$ cat src/sv/ffha_pkg.sv
// ----------------------------------------------------------------------------
// ffha_pkg: shared types and constants for the first-fit heap allocator
// Field widths, default sizing, operation and status codes, and the chunk and
// probe records that move along the cell row.
// ----------------------------------------------------------------------------
package ffha_pkg;

  localparam int unsigned ADDR_W   = 32;
  localparam int unsigned OFF_W    = 25;
  localparam int unsigned LEN_W    = 25;
  localparam int unsigned REQ_W    = 24;
  localparam int unsigned HBYTES_W = 25;

  localparam int unsigned MAX_CHUNKS_DEF = 64;
  localparam int unsigned HEADER_BYTES   = 32;
  localparam int unsigned MIN_ALLOC      = 64;
  localparam int unsigned HEAP_BYTES_RST = 65536;

  // register indexes on the config port
  localparam logic CFG_HEAP_BASE  = 1'b0;
  localparam logic CFG_HEAP_BYTES = 1'b1;

  typedef enum logic [1:0] {
    OP_ALLOC = 2'd0,
    OP_FREE  = 2'd1,
    OP_INIT  = 2'd2,
    OP_NOP   = 2'd3
  } op_e;

  typedef enum logic [1:0] {
    ST_OK      = 2'd0,
    ST_NOFIT   = 2'd1,
    ST_UNKNOWN = 2'd2,
    ST_NULL    = 2'd3
  } status_e;

  // One chunk of the heap, as held by a cell.
  typedef struct packed {
    logic             vld;
    logic             used;
    logic [OFF_W-1:0] off;
    logic [LEN_W-1:0] len;
  } chunk_t;

  // Transaction walking down the row, one cell per cycle unless an output stall freezes the row.
  typedef struct packed {
    logic              vld;
    op_e               op;
    logic              skip;   // null free: search disabled
    logic              hit;
    logic [REQ_W-1:0]  need;
    logic [ADDR_W-1:0] tgt;    // free address minus heap base
    logic [OFF_W-1:0]  off;    // offset of the chunk that was hit
    chunk_t            cry;    // chunk being inserted / rippled along
  } probe_t;

endpackage

$ cat src/sv/ffha_cell.sv
// ----------------------------------------------------------------------------
// ffha_cell: one chunk slot of the address-ordered chunk row
// Holds a chunk, serves the probe passing through, and swaps in the carried
// chunk so a split ripples the tail of the list one slot to the right.
// ----------------------------------------------------------------------------
module ffha_cell
  import ffha_pkg::*;
#(
  parameter bit HEAD = 1'b0
) (
  input  logic   clk_i,
  input  logic   rst_ni,
  input  logic   adv_i,
  input  logic   full_i,
  input  probe_t prb_i,
  output probe_t prb_o,
  output logic   vld_o
);

  localparam chunk_t CellRst = '{
    vld:  HEAD,
    used: 1'b0,
    off:  HEAD ? OFF_W'(HEADER_BYTES) : '0,
    len:  HEAD ? LEN_W'(HEAP_BYTES_RST - HEADER_BYTES) : '0
  };
  localparam logic [LEN_W-1:0] SplitMin = LEN_W'(HEADER_BYTES + MIN_ALLOC);

  chunk_t           chk_q, chk_d;
  probe_t           prb_q, prb_d;
  logic [LEN_W-1:0] need_w;
  logic [LEN_W-1:0] extra;
  logic             fit;
  logic             split;
  logic             match;

  always_comb begin
    need_w = LEN_W'(prb_i.need);
    extra  = chk_q.len - need_w;
    fit    = chk_q.vld && !chk_q.used && (chk_q.len >= need_w);
    split  = (extra > SplitMin) && !full_i;
    match  = chk_q.vld && (prb_i.tgt[ADDR_W-1:OFF_W] == '0) &&
             (prb_i.tgt[OFF_W-1:0] == chk_q.off);
  end

  always_comb begin
    chk_d = chk_q;
    prb_d = prb_i;
    if (prb_i.vld) begin
      case (prb_i.op)
        OP_INIT: begin
          // head takes the fresh chunk, everything after it empties
          chk_d     = prb_i.cry;
          prb_d.cry = '0;
        end
        OP_ALLOC: begin
          if (prb_i.cry.vld) begin
            chk_d     = prb_i.cry;
            prb_d.cry = chk_q;
          end else if (!prb_i.hit && fit) begin
            prb_d.hit  = 1'b1;
            prb_d.off  = chk_q.off;
            chk_d.used = 1'b1;
            if (split) begin
              chk_d.len = need_w;
              prb_d.cry = '{
                vld:  1'b1,
                used: 1'b0,
                off:  chk_q.off + OFF_W'(prb_i.need) + OFF_W'(HEADER_BYTES),
                len:  extra - LEN_W'(HEADER_BYTES)
              };
            end
          end
        end
        OP_FREE: begin
          if (!prb_i.hit && !prb_i.skip && match) begin
            chk_d.used = 1'b0;
            prb_d.hit  = 1'b1;
            prb_d.off  = chk_q.off;
          end
        end
        default: ;
      endcase
    end
  end

  always_ff @(posedge clk_i or negedge rst_ni) begin
    if (!rst_ni) begin
      chk_q <= CellRst;
      prb_q <= '0;
    end else if (adv_i) begin
      chk_q <= chk_d;
      prb_q <= prb_d;
    end
  end

  assign prb_o = prb_q;
  assign vld_o = chk_q.vld;

endmodule
$ cat config.mk
export PLATFORM = sky130hd
export DESIGN_NAME = ffha_cell
export DESIGN_NICKNAME = d
export VERILOG_FILES = /design/src/sv/ffha_pkg.sv /design/src/sv/ffha_cell.sv
export SDC_FILE = /design/constraint.sdc
export NUM_CORES = 1
export LEC_CHECK = 0
export BUFFER_PORTS_ARGS = -buffer_cell sky130_fd_sc_hd__buf_4
export CAP_MARGIN = 15
export CORE_UTILIZATION = 55
export CTS_CLUSTER_SIZE = 30
export DETAILED_ROUTE_END_ITERATION = 10
export PLACE_DENSITY = 0.81
export REMOVE_ABC_BUFFERS = 1
export SLEW_MARGIN = 10
export SYNTH_ARGS = -nofsm -noshare
export SYNTH_HDL_FRONTEND = slang
export SYNTH_SLANG_ARGS = --single-unit
$ cat constraint.sdc
create_clock -name clk_i -period 4.85 [get_ports clk_i]
set_input_delay 0.2425 -clock clk_i [delete_from_list [all_inputs] [get_ports clk_i]]
set_output_delay 0.2425 -clock clk_i [all_outputs]
set_load 0.005 [all_outputs]
# Yosys cells after proc, flatten, opt, wreduce, memory -nomap -nowiden
# Index checks and enable logic that the tools add are counted.
[word_totals]
regBits = 190
latch_bits = 0
mem_bits_rw = 0
rom_bits = 0
inputBits = 142
output_inout_bits = 139
elab_cells = 71
n_memories = 0
[classes]
addsub = 4
multipliers = 0
div = 0
magnitude_cmp = 2
eq_ne = 7
shifts = 0
muxes = 24
bitwise_logic = 0
n_reduce_logical = 19
[ops]
columns = ["cell", "n"]
rows = [
  ["$mux W77", 2],
  ["$mux W25", 6],
  ["$mux W52", 2],
  ["$pmux W52 S2", 1],
  ["$pmux W50 S2", 1],
  ["$pmux W25 S2", 1],
  ["$add A25 B24 Y25", 1],
  ["$add A25 B6 Y25 const B", 1],
  ["$eq A25 B25 Y1", 1],
  ["$ge A25 B24 Y1", 1],
  ["$gt A25 B7 Y1 const B", 1],
  ["$sub A25 B24 Y25", 1],
  ["$sub A25 B6 Y25 const B", 1],
  ["$reduce_and A5 Y1", 2],
  ["$logic_and A1 B1 Y1", 8],
  ["$mux W1", 8],
  ["$logic_not A7 Y1", 1],
  ["$ne A3 B3 Y1 const B", 2],
  ["$logic_not A1 Y1", 4],
  ["$ne A2 B2 Y1 const B", 2],
  ["$pmux W1 S2", 2],
  ["$reduce_and A4 Y1", 1],
  ["$pmux W1 S3", 1],
  ["$reduce_bool A3 Y1", 1],
  ["other kinds (4)", 4],
]

# Longest topological paths before layout
# Gate-level depths: netlist of the first run.
[depth]
depth_word = 8
ltp_mapped = 17
mapped_depth_nobuf = 15

# Worst setup path before layout of the first run
# No wires, ideal clock.
[synth_timing]
path_kind = "register to register"
from = "register chk_q[0] (netlist name)"
to = "register prb_q, in the netlist prb_o[24]"
setup_ns = 0.076
t_arrival_ns = 3.814
t_required_ns = 4.774
slack_ns = 0.960
stages_incl_launch_ff = 15
path_buffers = 0
synth_period_minus_slack_ns = 3.890
path_cell_list = "dfrtp_1 -> inv_1 -> ha_1 -> fa_1 -> nand2b_1 -> a211oi_4 -> o21ai_1 -> a211o_1 -> a21o_1 -> a221oi_4 -> o211ai_4 -> or4_4 -> and4_4 -> or4_1 -> o21ai_1"
[synth_via]
elab_chain_len = 8
elab_cells_between_ends = 12
cone_classes = "add/sub (2); order compare (2); mux (5); reduce/logical (3)"
[synth_lines]
columns = ["element", "line", "source"]
rows = [
  ["start: declaration", "ffha_cell.sv:28", "chunk_t chk_q, chk_d;"],
  ["start signal: assignment", "ffha_cell.sv:88", "chk_q <= CellRst;"],
  ["start signal: assignment", "ffha_cell.sv:91", "chk_q <= chk_d;"],
  ["$sub A25 B24 Y25", "ffha_cell.sv:38", "extra = chk_q.len - need_w;"],
  ["$gt A25 B7 Y1", "ffha_cell.sv:40", "split = (extra > SplitMin) && !full_i;"],
  ["$logic_and A1 B1 Y1", "ffha_cell.sv:40", ""],
  ["$mux W52", "ffha_cell.sv:63", "if (split) begin"],
  ["$mux W77 *", "ffha_cell.sv:59", "end else if (!prb_i.hit && fit) begin"],
  ["$mux W52 *", "ffha_cell.sv:56", "if (prb_i.cry.vld) begin"],
  ["$pmux W52 S2 *", "ffha_cell.sv:49", "case (prb_i.op)"],
  ["$mux W77 *", "ffha_cell.sv:48", "if (prb_i.vld) begin"],
  ["end signal: assignment", "ffha_cell.sv:92", "prb_q <= prb_d;"],
  ["end: declaration", "ffha_cell.sv:29", "probe_t prb_q, prb_d;"],
]
# Every way passes the cells marked *; elsewhere a longest branch is shown, timed or not.
# A chain may end at the register's enable or synchronous reset.

# Final worst setup path of the first run
[layout_timing]
from = "register chk_q[0] (netlist name)"
to = "register prb_q, in the netlist prb_o[35]"
# The elaborated chain is that of the path after synthesis.

==> impl_metrics.csv, run 1 <==
group,metric,value,unit
finish,layout-drive-gt1-share,0.281,
grt,grt_pass1_vias,12100,
power,clock_power_share,0.257,
placement,placement.io_buffers,280,
route,wl_per_cell,22.1,um
logic_synthesis,sequential_area_share_after_synthesis,0.368,
logic_synthesis,synth_area_leaders,"sky130_fd_sc_hd__dfrtp_1, sky130_fd_sc_hd__ha_1, sky130_fd_sc_hd__mux2_2, sky130_fd_sc_hd__a21oi_1, sky130_fd_sc_hd__nor2_1",
sta,slew-limit-headroom,0.248,
route,number_of_drc_violations_after_detailed_routing_iteration_0,938,
worst_setup_path,crit_path_top_delay_cell,"sky130_fd_sc_hd__o31a_2",
worst_setup_path,timing.rr.end,"prb_o[35]",
clock_network,buffer_type_at_the_clock_tree_root,"sky130_fd_sc_hd__clkbuf_16",
clock_network,insertion_delay_to_the_later_sink_of_the_worst_skew_pair,460,ps
finish,area_growth_syn_to_layout,23.5,%
route,drt_drc_violations_left,0,
placement,gp_congestion,1.03,
logic_synthesis,distinct_cells_synth,87,
finish,filler_cell_count,1826,
route,wl,43300,um
power,intPower,3.55,mW
floorplanning,initial_core_util,0.566,
floorplanning,core_area,22800,sq um
logic_synthesis,syn-instance-count,1388,
grt,grt_overflow,0,
run,cap_viol_max_count,0,
grt,grt_resource_usage_total,0.360,
grt,grt_first_pass_wirelength,67000,um
clock_network,cts_tree,"done",
logic_synthesis,synth_area_per_cell,9.32,sq um
floorplanning,num_rows,55,
floorplanning,die_height,155,um
route,detail_route.vias_per_cell,6.26,
worst_setup_path,worst_r2r_startpoint,"chk_q[0]",
floorplanning,floorplan.die.width,155,um
finish,finish.instance_area,16000,sq um
floorplanning,design.portCount,281,
worst_setup_path,crit_end,"prb_o[35]",
logic_synthesis,synth_warnings,0,
clock_network,maximum_level_of_the_cts_h_tree,4,
power,power.share.combinational,0.403,
sta,report.final.setup_viol,0,
worst_setup_path,ff2ff_path_depth,15,
worst_hold_path,timing.hold.worst_path_depth,3,
power,netSwitchingFraction,0.400,
route,number_of_detailed_routing_iterations_run_before_antenna_repair,5,
logic_synthesis,synth_area,12900,sq um
worst_setup_path,path_cells,"inv_1 > ha_1 > fa_1 > nand2b_1 > a211oi_4 > o211a_1 > o211ai_2 > mux2i_1 > a2111oi_4 > nand3_4 > o31a_2 > nor2_1 > buf_4 > nor2_1 > a221o_1",
status,outcome,"completed",
finish,finalNetCount,1853,
logic_synthesis,synth_common_cells,"sky130_fd_sc_hd__dfrtp_1, sky130_fd_sc_hd__nor2_1, sky130_fd_sc_hd__a21oi_1, sky130_fd_sc_hd__nand2_1, sky130_fd_sc_hd__mux2_2",
sta,crit_share_post_route,0.939,
route,via_count,12300,
logic_synthesis,post-synth-top-count-cell,"sky130_fd_sc_hd__dfrtp_1",
worst_setup_path,timing.critical_path.from,"chk_q[0]",
finish,antenna_cells,0,
worst_setup_path,crit_path_largest_cell_delay,620,ps
power,leakage_component_of_the_power,7.38,nW
logic_synthesis,ys_ff_latch,190,
sta,rsz_0062_raised_after_global_routing,"no",
clock_network,clk_pin_slew,90,ps
logic_synthesis,synth_ff_type,"sky130_fd_sc_hd__dfrtp_1",
worst_setup_path,timing.reg2reg.setup_slack,300,ps
power,netSwitchingPower,2.37,mW
sta,maxClockFrequency,0.220,GHz
power,fin_total_pwr,5.92,mW
sta,timing.clock.skew,16.8,ps
worst_setup_path,crit_path_end_kind,"flip-flop",
clock_network,cts_bufs_inserted,17,
placement,placed_instances,1929,
power,power_density,370,nW/um^2
sta,final-hold-violation-count,0,
logic_synthesis,synth_top_area_share,0.368,
sta,fin_crit,4550,ps
worst_setup_path,cp_max_fo,27,
placement,hpwlAfterDp,31800,um
worst_setup_path,cp.arrival,4880,ps
worst_setup_path,worst_path_most_repeated_cell,"sky130_fd_sc_hd__nor2_1",
logic_synthesis,synth_edf_count,0,
logic_synthesis,yosysTopAreaCell,"sky130_fd_sc_hd__dfrtp_1",
worst_hold_path,hp-class,"in2reg",
sta,worst_slew_pin_slew,1130,ps
clock_network,numClockSinks,190,
power,vdd_drop_max,0.000203,V
power,sequentialPowerShare,0.340,
worst_setup_path,critPathRequiredTime,5180,ps
finish,finish.cell_count_without_fillers,1962,
route,drtAntennaViolNets,0,
floorplanning,die_area,24100,sq um
clock_network,cts-root-to-sink-buffers,2,
sta,finalMaxSlewViolations,0,
logic_synthesis,asr_flop_ratio_synth,1.00,
grt,grt_start_max_net_pins,101,
grt,antenna_found_initial,1,
placement,place_area,15300,sq um
worst_setup_path,critical_path.startpoint_type,"flip-flop",
worst_setup_path,path_class,"reg2reg",
finish,finish.utilization,0.699,
[power by group through the flow]
stage,registers [mW],clock network (mW),logic (mW)
floorplan,1.98,0,1.48
global placement,2.03,0,2.29
detailed placement,2.04,0,2.32
CTS,2.01,1.53,2.35
global route,2.04,1.58,2.59
finish,2.02,1.52,2.39
[per-layer routing]
| layer | part of all wire | vias up | track usage |
|---|---|---|---|
| met5 | 0.00023 | - | 0 |
| met4 | 0.035 | 2 | 0.142 |
| met3 | 0.082 | 90 | 0.0769 |
| met2 | 0.47 | 576 | 0.581 |
| met1 | 0.41 | 6022 | 0.471 |
| li1 | - | 5601 | - |
[cell type report]
class | instances | area, sq um | share of cell area
multi-input cells | 1059 | 7660 | 0.480
clock inverters | 15 | 203 | 0.0127
repair buffers | 307 | 2310 | 0.145
clock buffers | 17 | 425 | 0.0266
flip-flops and latches | 190 | 4750 | 0.298
inverters | 61 | 229 | 0.0143
well taps | 313 | 392 | 0.0245
[layout by cell type, fill, tap and decap left out, types with 9 or more instances in the layout]
master | synthesis | routed
sky130_fd_sc_hd__xor2_1 | 30 | 30
sky130_fd_sc_hd__inv_1 | 61 | 60
sky130_fd_sc_hd__and3_1 | 12 | 12
sky130_fd_sc_hd__o21ai_0 | 59 | 59
sky130_fd_sc_hd__nor2_1 | 140 | 139
sky130_fd_sc_hd__dfrtp_1 | 190 | 190
sky130_fd_sc_hd__mux2_2 | 80 | 80
sky130_fd_sc_hd__nand3_1 | 34 | 34
sky130_fd_sc_hd__ha_1 | 73 | 73
sky130_fd_sc_hd__nand2_1 | 96 | 96
sky130_fd_sc_hd__o211ai_1 | 9 | 9
sky130_fd_sc_hd__nand2b_1 | 32 | 32
sky130_fd_sc_hd__nand4_1 | 9 | 9
sky130_fd_sc_hd__o31ai_1 | 17 | 17
sky130_fd_sc_hd__a21o_1 | 22 | 22
sky130_fd_sc_hd__clkbuf_16 | 0 | 17
sky130_fd_sc_hd__a221o_1 | 28 | 28
sky130_fd_sc_hd__a21oi_1 | 105 | 103
sky130_fd_sc_hd__o311ai_0 | 11 | 11
sky130_fd_sc_hd__a31oi_1 | 22 | 22
sky130_fd_sc_hd__buf_4 | 2 | 305
sky130_fd_sc_hd__nor3_1 | 15 | 14
sky130_fd_sc_hd__mux2i_1 | 44 | 44
sky130_fd_sc_hd__nor4_1 | 13 | 13
sky130_fd_sc_hd__xnor2_1 | 41 | 41
[how the worst min path moves through the flow]
stage / from / endpoint
floorplan: rst_ni / chk_q[0]
global placement: rst_ni / prb_o[1]
detailed placement: rst_ni / prb_o[1]
CTS: prb_i[41] / chk_q[41]
global route: prb_i[27] / prb_o[27]
finish: prb_i[41] / chk_q[41]
[worst max-delay path: cells and delay by family, from the launching register on]
kind / cells / cell delay, ps
compound gates: 6 / 2180
simple gates: 4 / 710
fa+ha+maj: 2 / 580
buf+inv: 2 / 400
flops: 1 / 370
mux: 1 / 170
[metrics by stage]
stage | setup TNS, ps | setup slack [ps] | hold WS, ps
after CTS | 0 | 358 | 7.62
after global placement | 0 | 435 | 360
after global routing | 0 | 110 | 17.9
final | 0 | 296 | 13.3
after detailed placement | 0 | 372 | 366
after floorplan | -4390 | -233 | -53.1
[cells by family (layout without fill, tap and decap cells)]
logic type | count (synthesis) | in the layout | synth area share
flops | 190 | 190 | 0.368
buf+inv | 139 | 400 | 0.0425
fa+ha+maj | 75 | 75 | 0.0737
compound gates | 398 | 398 | 0.220
mux | 124 | 124 | 0.104
xor+xnor | 71 | 71 | 0.0481
simple gates | 391 | 391 | 0.145
[repair_timing]
| action | CTS | global route |
|---|---|---|
| hold buffers | 1 | 0 |
| gates resized for setup | 0 | 0 |
| endpoints found under the hold margin | 96 | 0 |
| setup buffers | 0 | 0 |
[sequential cells by signal, summed over array words and instances (netlist names)]
| register | cells |
|---|---|
| chk_q | 51 |
| prb_o | 138 |
| vld_o | 1 |
Note: power is estimated with default switching activity, not from simulation.
==> inputs of run 2 (changes only) <==
- ABC_AREA: default -> 1
- CORE_MARGIN: default -> 3
- PLACE_DENSITY: 0.81 -> 0.8
==> impl_metrics.csv, run 2 <==
group,metric,value,unit
sta,worst_slew_pin_slew,1140,ps
floorplanning,die_height,167,um
logic_synthesis,synth-compound-area-share,0.167,
finish,finalNetCount,2559,
clock_network,postCtsResizedCells,0,
sta,post-route-worst-setup-slack,740,ps
power,fin_total_pwr,6.01,mW
sta,timing.clock.skew,21.4,ps
clock_network,numClockSinks,190,
run,cap_viol_max_count,0,
finish,layout_commonest_cell,"sky130_fd_sc_hd__nand2_1",
sta,rsz_0062_raised_after_global_routing,"no",
worst_setup_path,worst_path_most_repeated_cell,"sky130_fd_sc_hd__nand3_1",
clock_network,cts_bufs_inserted,17,
floorplanning,num_rows,58,
placement,gp_congestion,0.950,
route,wl_per_cell,19.4,um
logic_synthesis,synth_top_family_by_area,"simple AND/OR/NAND/NOR gates",
logic_synthesis,synth_common_cells,"sky130_fd_sc_hd__nand2_1, sky130_fd_sc_hd__o21ai_0, sky130_fd_sc_hd__inv_1, sky130_fd_sc_hd__dfrtp_1, sky130_fd_sc_hd__a21oi_1",
sta,slew-limit-headroom,0.236,
worst_setup_path,cpLargestDelayFamily,"simple AND/OR/NAND/NOR gates",
finish,largest_register_ff_count,138,
placement,placement.io_buffers,280,
clock_network,post_cts.repair.setup_buffers,0,
sta,finalMaxSlewViolations,0,
grt,antenna_found_initial,0,
clock_network,maximum_level_of_the_cts_h_tree,4,
route,drtAntennaViolNets,0,
route,drt_drc_violations_left,0,
clock_network,insertion_delay_to_the_later_sink_of_the_worst_skew_pair,460,ps
logic_synthesis,synth_area_leaders,"sky130_fd_sc_hd__dfrtp_1, sky130_fd_sc_hd__nand2_1, sky130_fd_sc_hd__o21ai_0, sky130_fd_sc_hd__a21oi_1, sky130_fd_sc_hd__ha_1",
power,power_density,349,nW/um^2
logic_synthesis,synth_top_area_share,0.334,
worst_setup_path,timing.critical_path.from,"chk_q[5]",
floorplanning,floorplan.die.width,167,um
sta,holdWs,-0.953,ps
worst_setup_path,crit_path_top_delay_cell,"sky130_fd_sc_hd__a21oi_4",
floorplanning,design.portCount,281,
worst_setup_path,cp_num_buf_inv,1,
worst_setup_path,cp.arrival,4480,ps
sta,final-hold-violation-count,1,
status,violations,"negative hold slack",
sta,maxClockFrequency,0.243,GHz
route,number_of_drc_violations_after_detailed_routing_iteration_0,1656,
logic_synthesis,ys_ff_latch,190,
worst_setup_path,path_cells,"ha_1 > nand2_2 > nor2_1 > nand3_1 > nand2_2 > nand2_2 > nand3_1 > nand2_1 > nand3_1 > nand3_1 > nor2_2 > nand4_4 > a21oi_4 > buf_4 > o211ai_2 > o21ai_1",
finish,area_of_the_multi_input_gates,8170,sq um
power,leakage_component_of_the_power,8.68,nW
logic_synthesis,synthSimpleGateAreaFrac,0.305,
logic_synthesis,synth_ff_type,"sky130_fd_sc_hd__dfrtp_1",
worst_setup_path,critPathRequiredTime,5220,ps
worst_hold_path,hp-class,"in2reg",
power,vdd_drop_max,0.000269,V
logic_synthesis,yosys-mux-area-fraction,0,
logic_synthesis,synth_warnings,0,
logic_synthesis,adder_and_majority_gate_portion_of_the_synthesized_area,0.0670,
worst_setup_path,worst_r2r_startpoint,"chk_q[5]",
sta,setup-tns-final,0,ps
worst_setup_path,path_class,"reg2reg",
worst_setup_path,cp_max_fo,22,
floorplanning,initial_core_util,0.562,
grt,grt_resource_usage_total,0.369,
logic_synthesis,synth_area_per_cell,6.74,sq um
logic_synthesis,synthXorXnorAreaFrac,0.0343,
finish,layout.area.seq,4750,sq um
placement,hpwlAfterDp,37500,um
worst_hold_path,min_from,"prb_i[99]",
route,number_of_detailed_routing_iterations_run_before_antenna_repair,7,
grt,grt_overflow,0,
logic_synthesis,post-synth-top-count-cell,"sky130_fd_sc_hd__nand2_1",
finish,filler_cell_count,2258,
route,via_count,15800,
worst_setup_path,crit_path_largest_cell_delay,690,ps
clock_network,buffer_type_at_the_clock_tree_root,"sky130_fd_sc_hd__clkbuf_16",
grt,grt_first_pass_wirelength,83100,um
worst_setup_path,critical_path.startpoint_type,"flip-flop",
clock_network,cts_tree,"done",
route,detail_route.vias_per_cell,5.89,
logic_synthesis,synth_edf_count,0,
route,wl,52100,um
placement,dp_slack,740,ps
sta,crit_share_post_route,0.848,
finish,area_growth_syn_to_layout,20.9,%
floorplanning,core_area,25300,sq um
finish,antenna_cells,0,
worst_setup_path,crit_path_end_kind,"flip-flop",
clock_network,post_cts_hold_buffer_count,9,
finish,layout_common_cells,"sky130_fd_sc_hd__nand2_1, sky130_fd_sc_hd__buf_4, sky130_fd_sc_hd__o21ai_0, sky130_fd_sc_hd__inv_1, sky130_fd_sc_hd__dfrtp_1",
sta,report.final.setup_viol,0,
logic_synthesis,sequential_area_share_after_synthesis,0.334,
clock_network,clk_pin_slew,100,ps
logic_synthesis,distinct_cells_synth,43,
floorplanning,die_area,27800,sq um
status,outcome,"finished with violations",
logic_synthesis,syn-instance-count,2111,
grt,grt_start_max_net_pins,107,
finish,layout-drive-gt1-share,0.163,
sta,fin_crit,4110,ps
grt,grt_pass1_vias,15700,
logic_synthesis,asr_flop_ratio_synth,1.00,
logic_synthesis,synth_area,14200,sq um
logic_synthesis,yosysTopAreaCell,"sky130_fd_sc_hd__dfrtp_1",
clock_network,cts-root-to-sink-buffers,2,
-- run 2: cell types whose count changed after synthesis, moves of 38 or more --
cell	delta
sky130_fd_sc_hd__nand2_1	+502
sky130_fd_sc_hd__mux2i_1	-44
sky130_fd_sc_hd__a21oi_1	+80
sky130_fd_sc_hd__mux2_2	-80
sky130_fd_sc_hd__inv_1	+158
sky130_fd_sc_hd__nand3b_1	+38
sky130_fd_sc_hd__o21ai_0	+164
sky130_fd_sc_hd__nand3_1	+110
-- run 2: area by class of cell --
type	count	area share
multi-input combinational	1592	0.475
sequential	190	0.277
timing repair buffer	305	0.136
inverter	236	0.0517
clock buffer	17	0.0247
tap	330	0.0240
clock inverter	15	0.0119
-- run 2: path summary, 6_finish.rpt --
check,cells past startpoint,slack [ps],end
setup / recovery,16,740,chk_q[0]
hold / removal,3,-1,prb_o[99]
setup reg to reg,16,740,chk_q[0]
hold reg to reg,2,480,prb_o[134]
max in group asynchronous,3,3110,prb_o[32]
min in group asynchronous,2,420,prb_o[110]
-- run 2: power by group --
part           internal (mW)  switching (mW)  total (mW)
clock                  0.717           0.831        1.55
sequential              1.79           0.174        1.97
combinational          0.917            1.57        2.49
-- run 2: through the flow --
step           hold slack [ps]  utilization  instances  instance area, sq um
6_report                -0.953        0.679       2685                 17200
3_3_place_gp               374        0.649       2643                 16400
5_1_grt                   2.94        0.679       2685                 17200
3_5_place_dp               383        0.649       2643                 16400
2_1_floorplan            -53.1            -       2018                 13800
4_1_cts                   1.68        0.678       2684                 17200
-- run 2: logic make-up after synthesis --
group / Yosys count
AND/OR/NAND/NOR: 1004
AO/OA/AOI/OAI: 459
buffers and inverters: 329
flip-flops: 190
adder cells (fa/ha/maj): 75
XOR/XNOR: 54
-- run 2: worst reg2reg max path: stages, from the launching register on --
cell and delay (ps):
sky130_fd_sc_hd__dfrtp_1 390, sky130_fd_sc_hd__ha_1 410, sky130_fd_sc_hd__nand2_2 130, sky130_fd_sc_hd__nor2_1 240, sky130_fd_sc_hd__nand3_1 160, sky130_fd_sc_hd__nand2_2 190, sky130_fd_sc_hd__nand2_2 90, sky130_fd_sc_hd__nand3_1 100
sky130_fd_sc_hd__nand2_1 80, sky130_fd_sc_hd__nand3_1 150, sky130_fd_sc_hd__nand3_1 130, sky130_fd_sc_hd__nor2_2 270, sky130_fd_sc_hd__nand4_4 460, sky130_fd_sc_hd__a21oi_4 700, sky130_fd_sc_hd__buf_4 320, sky130_fd_sc_hd__o211ai_2 100
sky130_fd_sc_hd__o21ai_1 120
-- run 2: per-layer routing --
| metal | routed length [um] | global-route usage | part of all wire | vias to the layer above |
|---|---|---|---|---|
| li1 | - | - | - | 7355 |
| met1 | 20300 | 0.467 | 0.39 | 7426 |
| met2 | 25100 | 0.631 | 0.48 | 851 |
| met3 | 4650 | 0.0688 | 0.089 | 172 |
| met4 | 2110 | 0.141 | 0.040 | 0 |
| met5 | 0 | 0 | 0 | - |
==> inputs of run 3 (changes only) <==
- clock period: 4.85 -> 3.9 ns (I/O delays scaled with it)
==> impl_metrics.csv, run 3 (same netlist as run 2, synthesis figures left out) <==
group,metric,value,unit
floorplanning,die_area,27800,sq um
sta,finalMaxSlewViolations,0,
route,top_layer,"met4",
grt,grt_overflow,0,
power,leakage_component_of_the_power,8.91,nW
grt,grt_resource_usage_total,0.375,
worst_setup_path,crit_path_top_delay_cell,"sky130_fd_sc_hd__fa_1",
grt,grt_first_pass_wirelength,84200,um
sta,fin_crit,3630,ps
clock_network,clk_pin_slew,90,ps
route,drtAntennaViolNets,0,
run,cap_viol_max_count,0,
sta,setup-tns-final,0,ps
finish,layout_commonest_cell,"sky130_fd_sc_hd__nand2_1",
power,clock_power_share,0.264,
clock_network,cts-root-to-sink-buffers,2,
worst_setup_path,worst_path_most_repeated_cell,"sky130_fd_sc_hd__nand2_1",
floorplanning,core_area,25300,sq um
floorplanning,num_rows,58,
sta,post-route-worst-setup-slack,265,ps
clock_network,cts_bufs_inserted,17,
power,netSwitchingPower,3.21,mW
route,via_count,15900,
route,routed-wl-met2,24800,um
finish,area_growth_syn_to_layout,24.8,%
worst_setup_path,cp_num_buf_inv,3,
worst_setup_path,critPathRequiredTime,4230,ps
placement,gp_congestion,1.05,
placement,dp_slack,278,ps
floorplanning,design.portCount,281,
power,vdd_drop_max,0.000293,V
clock_network,cts_tree,"done",
sta,worst_slew_pin_slew,1150,ps
power,power.share.combinational,0.414,
placement,placed_instances,2650,
power,intPower,4.37,mW
worst_setup_path,crit_path_largest_cell_delay,390,ps
placement,hpwlAfterDp,37400,um
grt,antenna_found_initial,1,
finish,finish.cell_count_without_fillers,2740,
worst_setup_path,crit_path_end_kind,"flip-flop",
power,fin_total_pwr,7.58,mW
sta,final-hold-violation-count,0,
worst_setup_path,cp_max_fo,22,
power,sequentialPowerShare,0.322,
floorplanning,die_height,167,um
worst_hold_path,hp-class,"in2reg",
finish,layout_common_cells,"sky130_fd_sc_hd__nand2_1, sky130_fd_sc_hd__buf_4, sky130_fd_sc_hd__o21ai_0, sky130_fd_sc_hd__inv_1, sky130_fd_sc_hd__dfrtp_1",
status,outcome,"completed",
floorplanning,floorplan.die.width,167,um
clock_network,numClockSinks,190,
worst_setup_path,cpLargestDelayFamily,"simple AND/OR/NAND/NOR gates",
sta,crit_share_post_route,0.932,
floorplanning,initial_core_util,0.562,
sta,report.final.setup_viol,0,
worst_setup_path,path_class,"reg2reg",
power,netSwitchingFraction,0.424,
clock_network,buffer_type_at_the_clock_tree_root,"sky130_fd_sc_hd__clkbuf_16",
finish,finish.utilization,0.701,
sta,timing.clock.skew,17.2,ps
route,number_of_drc_violations_after_detailed_routing_iteration_0,1685,
sta,rsz_0062_raised_after_global_routing,"no",
route,wl,53000,um
worst_setup_path,path_cells,"inv_1 > ha_1 > fa_1 > inv_1 > nand2_1 > nand2_1 > and2_1 > nand2_1 > nand3_2 > nand2_1 > nand3_1 > nand2_1 > nor2_1 > nand2_1 > nor2_2 > nand2_1 > nand4_4 > buf_4 > nand3b_1 > nand3_1 > a21oi_1",
grt,grt_pass1_vias,15900,
clock_network,insertion_delay_to_the_later_sink_of_the_worst_skew_pair,460,ps
route,detail_route.vias_per_cell,5.82,
finish,largest_register_ff_count,138,
sta,maxClockFrequency,0.275,GHz
worst_setup_path,cp.arrival,3970,ps
route,met1Wirelength,20800,um
clock_network,maximum_level_of_the_cts_h_tree,4,
route,wl_per_cell,19.4,um
placement,placement.io_buffers,280,
power,power_density,427,nW/um^2
finish,finalNetCount,2612,
worst_setup_path,critical_path.startpoint_type,"flip-flop",
sta,slew-limit-headroom,0.231,
grt,grt_start_max_net_pins,104,
route,routed-wl-met3,4650,um
finish,layout-drive-gt1-share,0.162,
route,number_of_detailed_routing_iterations_run_before_antenna_repair,8,
route,drt_drc_violations_left,0,
[run 3: path summary, 6_finish.rpt]
kind / startpoint / end / slack [ps] / depth (start not counted)
max in group asynchronous: rst_ni / chk_q[37] / 2480 / 3
min in group asynchronous: rst_ni / prb_o[110] / 390 / 2
worst max register to register: chk_q[0] / prb_o[36] / 270 / 21
worst min register to register: prb_o[134] / prb_o[134] / 480 / 2
worst min-delay path: prb_i[61] / prb_o[61] / 4 / 3
worst max-delay path: chk_q[0] / prb_o[36] / 270 / 21
[run 3: power groups by stage]
stage / Combinational [mW] / Sequential [mW] / Clock [mW]
2_1_floorplan: 1.91 / 2.42 / 0
3_3_place_gp: 2.98 / 2.46 / 0
3_5_place_dp: 3.00 / 2.47 / 0
4_1_cts: 3.09 / 2.43 / 2.00
5_1_grt: 3.49 / 2.47 / 2.08
6_report: 3.14 / 2.44 / 2.00
[run 3: routing by layer]
metal  global-route usage  vias to the layer above
li1                     -                     7482
met1                0.466                     7379
met2                0.622                      882
met3               0.0786                      194
met4                0.187                        0
met5                    0                        -
[run 3: tightest hold or removal path, delay by kind of cell]
kind	cells	cell delay [ps]
simple gates	2	150
buf+inv	1	90
[run 3: per-stage QoR]
stage,hold slack [ps],cell area [sq um]
after floorplan,-101,13800
after global placement,349,16500
after detailed placement,358,16500
after CTS,0.767,17700
after global routing,12.3,17700
final,4.34,17700
[run 3: timing repair]
item | CTS | global route
setup buffers | 0 | 0
setup endpoints to repair | 0 | 9
hold buffers | 56 | 0
endpoints found under the hold margin | 156 | 0
gates resized for setup | 0 | 1
[run 3: final cells by class]
cell class | count | area [sq um]
Multi-Input combinational cell | 1592 | 8170
Tap cell | 330 | 413
Inverter | 236 | 888
Clock inverter | 15 | 220
Antenna cell | 2 | 5.00
Clock buffer | 17 | 425
Timing Repair Buffer | 358 | 2870
Fill cell | 2126 | 7580
Sequential cell | 190 | 4750
